===== src/cfrx_pkg.sv =====
// Package for the chunked frame receiver.
// Holds the phase type, result status codes and framing constants.
// No dependencies.
`timescale 1ns / 1ps

package cfrx_pkg;

    typedef enum logic [1:0] {
        PH_HUNT   = 2'd0,
        PH_SECOND = 2'd1,
        PH_TOTAL  = 2'd2,
        PH_RECV   = 2'd3
    } t_phase;

    typedef logic [2:0] t_status;

    localparam t_status ST_NONE      = 3'd0;
    localparam t_status ST_AVAILABLE = 3'd1;
    localparam t_status ST_RECEIVING = 3'd2;
    localparam t_status ST_READY     = 3'd3;
    localparam t_status ST_ERROR     = 3'd4;

    localparam logic [7:0] SYNC_FIRST  = 8'h28;
    localparam logic [7:0] SYNC_SECOND = 8'h39;
    localparam int unsigned ADDR_SPAN  = 1024;
    localparam int unsigned ADDR_W     = 10;

endpackage


===== src/chunked_frame_receiver_xor_ack.sv =====
// Chunked frame receiver with per-chunk XOR acknowledge, top level.
// Uses cfrx_pkg for phase type, status codes and sync constants.
`timescale 1ns / 1ps

// One beat in, one result beat out. Each input beat (a received byte or a
// timing tick) is decoded combinationally against the frame state and its
// result lands in the output register; a new beat is taken every cycle as
// long as the output register is empty or is being drained in that cycle, so
// the sustained rate is one beat per clock. Header sync is 0x28 then 0x39,
// then a total byte (reported times four), then length-prefixed chunks; a
// zero length ends the frame. Buffer writes stop one slot short of
// min(BUFFER_DEPTH, 1024) to keep room for the terminator.
module chunked_frame_receiver_xor_ack #(
    parameter int unsigned BUFFER_DEPTH = 1024
) (
    input  logic                 i_clk,
    input  logic                 i_rst_n,
    input  logic                 i_cfg_wr_en,
    input  logic [15:0]          i_cfg_wr_data,  // timeout_ticks
    input  logic                 s_axis_tvalid,
    output logic                 s_axis_tready,
    input  logic [7:0]           s_axis_tdata,   // [7:0] rx_byte
    input  logic                 s_axis_tuser,   // [0] func: 0 byte, 1 tick
    output logic                 m_axis_tvalid,
    input  logic                 m_axis_tready,
    // [0] echo_valid, [8:1] echo_byte, [9] store_write, [19:10] store_addr,
    // [27:20] store_data, [37:28] total_count, [39:38] zero
    output logic [39:0]          m_axis_tdata,
    output cfrx_pkg::t_status    m_axis_tuser    // [2:0] status
);
    import cfrx_pkg::*;

    localparam int unsigned STORE_LIMIT =
        (BUFFER_DEPTH > ADDR_SPAN) ? ADDR_SPAN : BUFFER_DEPTH;
    localparam logic [ADDR_W:0] LIMIT_EXT = (ADDR_W + 1)'(STORE_LIMIT);

    logic [15:0]       r_timeout;
    t_phase            r_phase, n_phase;
    logic [7:0]        r_remain, n_remain;
    logic [ADDR_W-1:0] r_windex, n_windex;
    logic [7:0]        r_xor, n_xor;
    logic [15:0]       r_idle, n_idle;

    logic              r_out_valid;
    t_status           r_status, n_status;
    logic              r_ev, n_ev;
    logic [7:0]        r_eb, n_eb;
    logic              r_sw, n_sw;
    logic [ADDR_W-1:0] r_sa, n_sa;
    logic [7:0]        r_sd, n_sd;
    logic [ADDR_W-1:0] r_tc, n_tc;

    logic              in_fire;
    logic [15:0]       lim;
    logic [15:0]       idle_inc;
    logic [7:0]        rx_byte;
    logic [7:0]        xor_next;
    logic [7:0]        remain_dec;

    assign s_axis_tready = !r_out_valid || m_axis_tready;
    assign in_fire       = s_axis_tvalid && s_axis_tready;
    assign rx_byte       = s_axis_tdata;
    assign lim           = (r_timeout == 16'd0) ? 16'd1 : r_timeout;
    assign idle_inc      = r_idle + 16'd1;
    assign xor_next      = r_xor ^ rx_byte;
    assign remain_dec    = r_remain - 8'd1;

    always_comb begin
        n_phase  = r_phase;
        n_remain = r_remain;
        n_windex = r_windex;
        n_xor    = r_xor;
        n_idle   = r_idle;
        n_status = ST_NONE;
        n_ev     = 1'b0;
        n_eb     = '0;
        n_sw     = 1'b0;
        n_sa     = '0;
        n_sd     = '0;
        n_tc     = '0;
        if (s_axis_tuser) begin
            if (r_phase == PH_HUNT) begin
                n_idle = '0;
            end else if (idle_inc >= lim) begin
                n_idle = '0;
                if (r_phase == PH_RECV) begin
                    n_status = ST_ERROR;
                end
            end else begin
                n_idle = idle_inc;
            end
        end else begin
            n_idle = '0;
            unique case (r_phase)
                PH_HUNT: begin
                    if (rx_byte == SYNC_FIRST) begin
                        n_phase = PH_SECOND;
                    end
                end
                PH_SECOND: begin
                    if (rx_byte == SYNC_SECOND) begin
                        n_phase = PH_TOTAL;
                    end
                end
                PH_TOTAL: begin
                    n_tc     = {rx_byte, 2'b00};
                    n_phase  = PH_RECV;
                    n_status = ST_AVAILABLE;
                end
                default: begin
                    if (r_remain == 8'd0) begin
                        if (rx_byte == 8'd0) begin
                            n_sw     = 1'b1;
                            n_sa     = r_windex;
                            n_tc     = r_windex;
                            n_windex = '0;
                            n_phase  = PH_HUNT;
                            n_status = ST_READY;
                        end else begin
                            n_remain = rx_byte;
                            n_xor    = '0;
                            n_status = ST_RECEIVING;
                        end
                    end else begin
                        if (({1'b0, r_windex} + 1'b1) < LIMIT_EXT) begin
                            n_status = ST_RECEIVING;
                            n_sw     = 1'b1;
                            n_sa     = r_windex;
                            n_sd     = rx_byte;
                            n_windex = r_windex + 1'b1;
                        end else begin
                            n_status = ST_ERROR;
                        end
                        n_xor    = xor_next;
                        n_remain = remain_dec;
                        if (remain_dec == 8'd0) begin
                            n_ev = 1'b1;
                            n_eb = xor_next;
                        end
                    end
                end
            endcase
        end
    end

    always_ff @(posedge i_clk) begin
        if (!i_rst_n) begin
            r_timeout   <= 16'd100;
            r_phase     <= PH_HUNT;
            r_remain    <= '0;
            r_windex    <= '0;
            r_xor       <= '0;
            r_idle      <= '0;
            r_out_valid <= 1'b0;
        end else begin
            if (i_cfg_wr_en) begin
                r_timeout <= i_cfg_wr_data;
            end
            if (in_fire) begin
                r_phase  <= n_phase;
                r_remain <= n_remain;
                r_windex <= n_windex;
                r_xor    <= n_xor;
                r_idle   <= n_idle;
            end
            if (in_fire) begin
                r_out_valid <= 1'b1;
            end else if (m_axis_tready) begin
                r_out_valid <= 1'b0;
            end
        end
    end

    always_ff @(posedge i_clk) begin
        if (in_fire) begin
            r_status <= n_status;
            r_ev     <= n_ev;
            r_eb     <= n_eb;
            r_sw     <= n_sw;
            r_sa     <= n_sa;
            r_sd     <= n_sd;
            r_tc     <= n_tc;
        end
    end

    assign m_axis_tvalid = r_out_valid;
    assign m_axis_tuser  = r_status;
    assign m_axis_tdata  = {2'b00, r_tc, r_sd, r_sa, r_sw, r_eb, r_ev};

    a_fire_gives_result: assert property (@(posedge i_clk) disable iff (!i_rst_n)
        in_fire |=> r_out_valid)
        else $error("accepted beat produced no result");

    a_error_no_write: assert property (@(posedge i_clk) disable iff (!i_rst_n)
        (r_out_valid && r_status == ST_ERROR) |-> !r_sw)
        else $error("error result also wrote the buffer");

    a_echo_in_chunk: assert property (@(posedge i_clk) disable iff (!i_rst_n)
        (r_out_valid && r_ev) |-> (r_status == ST_RECEIVING || r_status == ST_ERROR))
        else $error("echo outside a chunk payload beat");

    a_ready_terminator: assert property (@(posedge i_clk) disable iff (!i_rst_n)
        (r_out_valid && r_status == ST_READY) |-> (r_sw && r_sd == 8'd0 && r_sa == r_tc))
        else $error("frame end without matching terminator write");

    a_windex_in_range: assert property (@(posedge i_clk) disable iff (!i_rst_n)
        ({1'b0, r_windex} < LIMIT_EXT))
        else $error("write index past buffer limit");

endmodule


===== config.mk =====
export PLATFORM = sky130hd
export DESIGN_NAME = chunked_frame_receiver_xor_ack
export DESIGN_NICKNAME = d
export VERILOG_FILES = /design/src/cfrx_pkg.sv /design/src/chunked_frame_receiver_xor_ack.sv
export SDC_FILE = /design/constraint.sdc
export NUM_CORES = 1
export LEC_CHECK = 0
export ABC_AREA = 1
export BUFFER_PORTS_ARGS = -buffer_cell sky130_fd_sc_hd__buf_2
export CELL_PAD_IN_SITES_DETAIL_PLACEMENT = 0
export CELL_PAD_IN_SITES_GLOBAL_PLACEMENT = 1
export CORE_ASPECT_RATIO = 1.1
export CORE_MARGIN = 1
export CORE_UTILIZATION = 43
export CTS_BUF_LIST = sky130_fd_sc_hd__clkbuf_8 sky130_fd_sc_hd__clkbuf_16
export CTS_CLUSTER_DIAMETER = 30
export DETAILED_ROUTE_END_ITERATION = 8
export PLACE_DENSITY = 0.78
export RECOVER_POWER = 50
export SLEW_MARGIN = 20
export SYNTH_ARGS = -nofsm -noshare
export SYNTH_HDL_FRONTEND = slang
export SYNTH_SLANG_ARGS = --single-unit
export TNS_END_PERCENT = 1

===== constraint.sdc =====
create_clock -name i_clk -period 3.2 [get_ports i_clk]
set_clock_uncertainty 0.1 [all_clocks]
set_input_delay 0 -clock i_clk [delete_from_list [all_inputs] [get_ports i_clk]]
set_output_delay 0 -clock i_clk [all_outputs]
set_load 0.02 [all_outputs]

==> results of run 1 <==
-- cell usage in the layout, fill, tap and decap left out, drive strengths merged, types with 4 or more instances in the layout --
master       instances
buf                 36
clkbuf              54
nand4               12
nor4                 4
xor2                12
a21oi               67
o21ai               42
xnor2                9
inv                 93
dfxtp               61
edfxtp              41
ha                  25
nand2              147
dlygate4sd3         35
nor3                12
nand3               37
nor2               116
-- where the power goes --
group	internal, uW	leakage, uW	total (uW)	switching (uW)
sequential	1390	0.000913	1400	14.0
combinational	80.9	0.00165	226	145
clock	618	0.000150	1150	530
total	2090	0.00271	2780	689
-- through the flow --
stage / utilization / area [sq um] / hold WS (ns)
floorplan: - / 5570 / 0.0110
global placement: 0.476 / 6020 / 0.124
detailed placement: 0.476 / 6020 / 0.130
CTS: 0.528 / 6680 / 0.00853
global route: 0.525 / 6640 / 0.0145
finish: 0.525 / 6640 / 0.00653
-- how the worst max path moves through the flow --
stage / from / end / slack, ns / cells after the start
finish: r_idle[0] / r_idle[0] / 0.39 / 15
floorplan: r_idle[0] / m_axis_tuser[2] / 0.57 / 16
global placement: r_idle[0] / m_axis_tuser[2] / 0.34 / 15
detailed placement: r_idle[0] / m_axis_tuser[2] / 0.19 / 15
global route: r_idle[0] / r_idle[4] / 0.08 / 15
CTS: r_idle[0] / m_axis_tuser[2] / 0.18 / 15
-- tightest hold or removal path, delay by kind of cell --
kind	cells	cell delay, ns
xor gates and xnor gates	1	0.10
buffers and inverters	1	0.14
and+or+nand+nor	1	0.11
-- registers in the layout, summed over array words and instances, names as in the netlist --
| register | cells |
|---|---|
| m_axis_tuser | 3 |
| r_sw | 1 |
| r_idle | 16 |
| r_ev | 1 |
| r_windex | 10 |
| r_timeout | 16 |
| r_xor | 8 |
| r_tc | 10 |
| r_sa | 10 |
| r_eb | 8 |
| m_axis_tvalid | 1 |
| r_remain | 8 |
| r_sd | 8 |
| r_phase | 2 |
-- timing repair --
action | CTS | global route
resized for setup | 0 | 1
hold endpoints to repair | 49 | 0
buffers inserted | 0 | 2
setup endpoints to repair | 0 | 17
hold buffers | 35 | 0
-- per-layer routing --
metal / wire length (um) / vias up / GRT usage
li1: - / 2517 / -
met1: 6500 / 2270 / 0.274
met2: 6270 / 117 / 0.352
met3: 542 / 16 / 0.0290
met4: 261 / 0 / 0.0883
met5: 0 / - / 0
-- area by class of cell --
cell class / count / area (sq um)
fill: 1249 / 6000
multi-input combinational: 497 / 2610
sequential: 102 / 2450
timing repair buffer: 116 / 733
inverter: 90 / 338
clock buffer: 9 / 225
tap: 157 / 196
clock inverter: 7 / 80.1
-- logic make-up (layout without fill, tap and decap cells) --
logic type      Yosys count  count (layout)
simple gates            331             331
compound gates          118             118
buf+inv                 116             222
flops                   102             102
fa+ha+maj                25              25
xor+xnor                 21              21
other cells               1               2
==> reports/metrics.yaml, run 1 <==
finalSetupViolations: 0
port-buffer-count: 72
syn_area_sq_um: 5570
dp_hpwl_mm: 9.48
cts_tree: "done"
synth-edff-count: 41
slew_viol_final: 0
max_cap_violations: 0
start_util: 0.440
p_leak_uw: 0.00271
yosys.area.top_type: "edfxtp_1"
r2r_cells: 15
synth_compound_area_frac: 0.117
preCtsSetupSlack_ns: 0.192
io_pins: 75
yosysSeqAreaShare: 0.441
grt-ovfl-total: 0
r2r_start: "r_idle[0]"
reg2reg_slack_ns: 0.39
grt_use_total: 0.211
insertion_delay_ns: 0.36
synthCells: 714
drc: 0
yosysUniqueCellTypes: 41
stdcell_count: 978
cts_made_buffers: 9
placedCellCount: 925
relSlewSlack: 0.293
path_clk_slew_ns: 0.07
rsz0062_at_grt: "false"
critical_path.top_delay_family: "simple AND/OR/NAND/NOR gates"
num_rows: 43
hold_path.startpoint: "s_axis_tdata[4]"
critical_path_arrival_ns: 2.92
powerDensity_nw_per_um2: 418
avgSynthCellArea_sq_um: 7.80
place_congestion: 0.850
vias_per_cell: 5.03
postRouteAntennaNets: 0
cp_max_fo: 9
finalHoldViolCount: 0
r2r-end: "r_idle[0]"
yosysWarnings: 0
die_h_um: 121
ys_async_sr_fraction: 0
diodes: 0
synth-seq-cells: 102
final_nets: 871
htree_levels: 3
worstSetupPathType: "register to register"
synthMuxAreaShare: 0
crit_path_frequent_cell: "nand2_1"
fmax_mhz: 356
drt-total-wl_mm: 13.6
layout-drive-gt1-share: 0.108
drtPass1Iterations: 5
crit_required_ns: 3.31
synth_top_area_share: 0.221
clock_sinks: 102
end_kind: "register"
antenna_found_initial: 0
period_share: 0.877
area_delta_synth_final_pct: 19.3
power_uw: 2780
path_cells: "ha_1 > nand2_1 > nor2_1 > nand2_1 > nor2_1 > nand2_1 > nand2_1 > inv_1 > ha_1 > nand4_1 > nor3_1 > nand2_2 > buf_12 > nand3_1 > a21oi_1"
tns_ns: 0
fp.dieW_um: 110
hold_depth: 3
synth_ff_type: "dfxtp_1"
worst_path_max_delay_cell: "dfxtp_1"
avgRoutedWirePerCell_um: 13.9
grt_max_degree: 42
grt_pass1_vias: 4760
synthTopCellsByCount: "nand2_1 (134), nor2_1 (110), inv_1 (88)"
synth_xor_area_frac: 0.0330
grt_pass1_wl_mm: 22.4
synth.area.top_cells: "edfxtp_1 (22%), dfxtp_1 (22%), nand2_1 (9.0%)"
hold_path_end: "r_eb[4]"
path_buf_inv: 2
core-area_sq_um: 12600
cts_buffer_depth: 2
drt_iter0_drc: 282
root_buffer: "clkbuf_16"
synthSimpleGateAreaFrac: 0.263
die_area_sq_um: 13400
setup_ws_ns: 0.393
cpPeakStageDelay_ns: 0.47
final.min_clock_period_ns: 2.81
vias: 4920
status: "finished clean"
synth.most_common_cell: "nand2_1"
min_path_type: "input pin to register"
ir_drop_mv: 0.336
synth_top_family_by_area: "simple AND/OR/NAND/NOR gates"
worst_slew_pin_slew_ns: 1.06
yosys.area_share.adder: 0.0562
cp-start-kind: "register"
Note: power is estimated with default switching activity, not from simulation.
==> run 2, diff against run 1 <==
Settings changed: ABC_AREA 1 to not set, CORE_UTILIZATION 43 to 44, PLACE_DENSITY 0.78 to 0.76.
==> run 2 against run 1 <==
The run now ends with negative setup slack left. Maximum frequency down 12%. Register-to-register slack worse by 0.40 ns. Via count down 9.6%. Sequential power about the same. Worst hold slack better by 0.018 ns. Critical path depth up 1. Final cell count down 15%. Critical path type unchanged. Critical endpoint is now r_idle[10]. Highest routed layer unchanged.
==> reports/metrics.yaml, run 2 <==
status: "finished with violations"  # was finished clean
violations: "negative setup slack"
path_cells: "ha_4 > nand4_1 > nor2_2 > nand3_2 > and2_4 > or2_4 > ha_4 > and4_4 > nand2_4 > a2111oi_4 > buf_4 > nor4_4 > buf_4 > clkbuf_16 > a22oi_2 > nor2b_1"  # was ha_1 > nand2_1 > nor2_1 > nand2_1 > nor2_1 > nand2_1 > nand2_1 > inv_1 > ha_1 > nand4_1 > nor3_1 > nand2_2 > buf_12 > nand3_1 > a21oi_1
clock_sinks: 102  # unchanged
synthTopCellsByCount: "dfxtp_1 (61), edfxtp_1 (41), nor2_1 (37)"  # was nand2_1 (134), nor2_1 (110), inv_1 (88)
critical_path_arrival_ns: 3.34  # was 2.92 ns
final_cell_mix: "dfxtp_1 (58), clkbuf_1 (43), edfxtp_1 (41)"  # was nand2_1 (135), nor2_1 (110), inv_1 (88)
cts_tree: "done"  # unchanged
insertion_delay_ns: 0.35  # was 0.36 ns
end_kind: "register"  # unchanged
setup_ws_ns: -0.00711  # was 0.393 ns
cpPeakStageDelay_ns: 0.37  # was 0.47 ns
period_share: 1.00  # was 0.877
layout-drive-gt1-share: 0.191  # was 0.108
path_buf_inv: 3  # was 2
tns_ns: -0.00711  # was 0 ns
yosysUniqueCellTypes: 58  # was 41
final.min_clock_period_ns: 3.21  # was 2.81 ns
dpl_cell_area_sq_um: 5970  # was 6020 sq um
ys_async_sr_fraction: 0  # unchanged
yosys.area.top_type: "edfxtp_1"  # unchanged
drt_iter0_drc: 178  # was 282
utilization: 0.582  # was 0.525
reg_top3: "r_idle x16, r_timeout x16"  # unchanged
fmax_mhz: 312  # was 356 MHz
avgRoutedWirePerCell_um: 15.4  # was 13.9 um
min_path_type: "input pin to register"  # unchanged
synth_top_area_share: 0.232  # was 0.221
postLayoutCellArea_sq_um: 6750  # was 6640 sq um
ir_drop_mv: 0.198  # was 0.336 mV
rsz0062_at_grt: "true"  # was false
final_nets: 729  # was 871
syn_area_sq_um: 5300  # was 5570 sq um
finalSetupViolations: 1  # was 0
final_common_cell: "dfxtp_1"  # was nand2_1
p_leak_uw: 0.00272  # was 0.00271 uW
root_buffer: "clkbuf_16"  # unchanged
io_pins: 75  # unchanged
grt_pass1_wl_mm: 20.1  # was 22.4 mm
port-buffer-count: 72  # unchanged
synth.most_common_cell: "dfxtp_1"  # was nand2_1
core-area_sq_um: 11600  # was 12600 sq um
grt_use_total: 0.207  # was 0.211
cp_max_fo: 8  # was 9
yosysSeqAreaShare: 0.463  # was 0.441
synth.area.top_cells: "edfxtp_1 (23%), dfxtp_1 (23%), ha_1 (5.9%)"  # was edfxtp_1 (22%), dfxtp_1 (22%), nand2_1 (9.0%)
start_util: 0.457  # was 0.440
avgSynthCellArea_sq_um: 9.63  # was 7.80 sq um
antenna_found_initial: 0  # unchanged
grt-ovfl-total: 0  # unchanged
crit_required_ns: 3.33  # was 3.31 ns
grt_max_degree: 52  # was 42
postRouteAntennaNets: 0  # unchanged
powerDensity_nw_per_um2: 396  # was 418 nW/um^2
synth_ff_type: "dfxtp_1"  # unchanged
cp-start-kind: "register"  # unchanged
slew_viol_final: 0  # unchanged
max_cap_violations: 0  # unchanged
critical_path.top_delay_family: "simple AND/OR/NAND/NOR gates"  # unchanged
fp.dieW_um: 107  # was 110 um
vias: 4447  # was 4920
worst_path_max_delay_cell: "dfxtp_4"  # was dfxtp_1
worst_slew_pin_slew_ns: 1.01  # was 1.06 ns
die_area_sq_um: 12500  # was 13400 sq um
num_rows: 41  # was 43
drc: 0  # unchanged
finalHoldViolCount: 0  # unchanged
synth-edff-count: 41  # unchanged
fin_hold_ws_ns: 0.0242  # was 0.00653 ns
place_congestion: 0.826  # was 0.850
htree_levels: 3  # unchanged
cts_buffer_depth: 2  # unchanged
area_delta_synth_final_pct: 27.4  # was 19.3%
die_h_um: 117  # was 121 um
synthCells: 550  # was 714
cts_made_buffers: 9  # unchanged
path_clk_slew_ns: 0.07  # about the same
dp_hpwl_mm: 8.55  # was 9.48 mm
vias_per_cell: 5.36  # was 5.03
drt-total-wl_mm: 12.8  # was 13.6 mm
yosysWarnings: 0  # unchanged
drtPass1Iterations: 4  # was 5
grt_pass1_vias: 4222  # was 4760
diodes: 0  # unchanged
relSlewSlack: 0.324  # was 0.293
worstSetupPathType: "register to register"  # unchanged
synth-seq-cells: 102  # unchanged
==> run 2: changes by cell type after synthesis, moves of 15 or more <==
cell,previous run,this run
a22oi_1,0,24
and2_1,0,15
nand3_1,35,19
nor2b_1,1,35
and3_1,0,23
a21oi_1,58,14
nand2_1,134,34
nor2_1,110,37
inv_1,88,27
nand2b_1,0,19
==> run 2: logic make-up (layout without fill, tap and decap cells) <==
logic type	Yosys count	in the layout	share of synthesized area
simple gates	233	233	0.246
compound gates	103	103	0.129
flops	102	102	0.463
buf+inv	52	180	0.0418
fa+ha+maj	25	25	0.0590
xor+xnor	19	19	0.0314
mux	15	15	0.0286
other cells	1	2	0.000708
==> run 2: per-layer routing <==
layer | up-vias | routed length, um | GRT usage
met4 | 0 | 404 | 0.102
met5 | - | 0 | 0
met2 | 92 | 6410 | 0.369
met3 | 28 | 372 | 0.0288
met1 | 2109 | 5580 | 0.246
li1 | 2218 | - | -
==> run 2: timing repair <==
action,in CTS,in global routing
hold buffers,26,0
endpoints found under the hold margin,32,0
gates cloned,0,1
resized for setup,3,43
pin swaps,3,24
setup buffers,0,9
endpoints found under the setup margin,13,17
==> run 2: power breakdown <==
part	leakage, uW	internal (uW)	switching (uW)
clock	0.000134	536	507
sequential	0.000908	1380	16.7
combinational	0.00168	89.5	140
total	0.00272	2010	664
==> run 2: path summary, 6_finish.rpt <==
check / endpoint / depth (start not counted) / startpoint / slack, ns
min: r_sd[5] / 2 / s_axis_tdata[5] / 0.02
max: r_idle[10] / 16 / r_idle[0] / -0.007
max reg2reg: r_idle[10] / 16 / r_idle[0] / -0.007
min reg2reg: r_timeout[6] / 2 / r_timeout[6] / 0.41
==> run 2: layout make-up <==
cell class / instances / area (sq um)
Multi-Input combinational cell: 397 / 2830
Inverter: 27 / 101
Timing Repair Buffer: 137 / 887
Clock buffer: 9 / 225
Tap cell: 150 / 188
Clock inverter: 7 / 55.1
Sequential cell: 102 / 2460
Fill cell: 1040 / 4850
==> run 2: through the flow <==
step           cells  setup WS, ns  total power (uW)
6_report         829      -0.00711              2670
5_1_grt          829        -0.131              2780
4_1_cts          819       0.00484              2690
3_5_place_dp     777       -0.0464              1630
3_3_place_gp     777        0.0487              1620
2_1_floorplan    551       -0.0228              1550
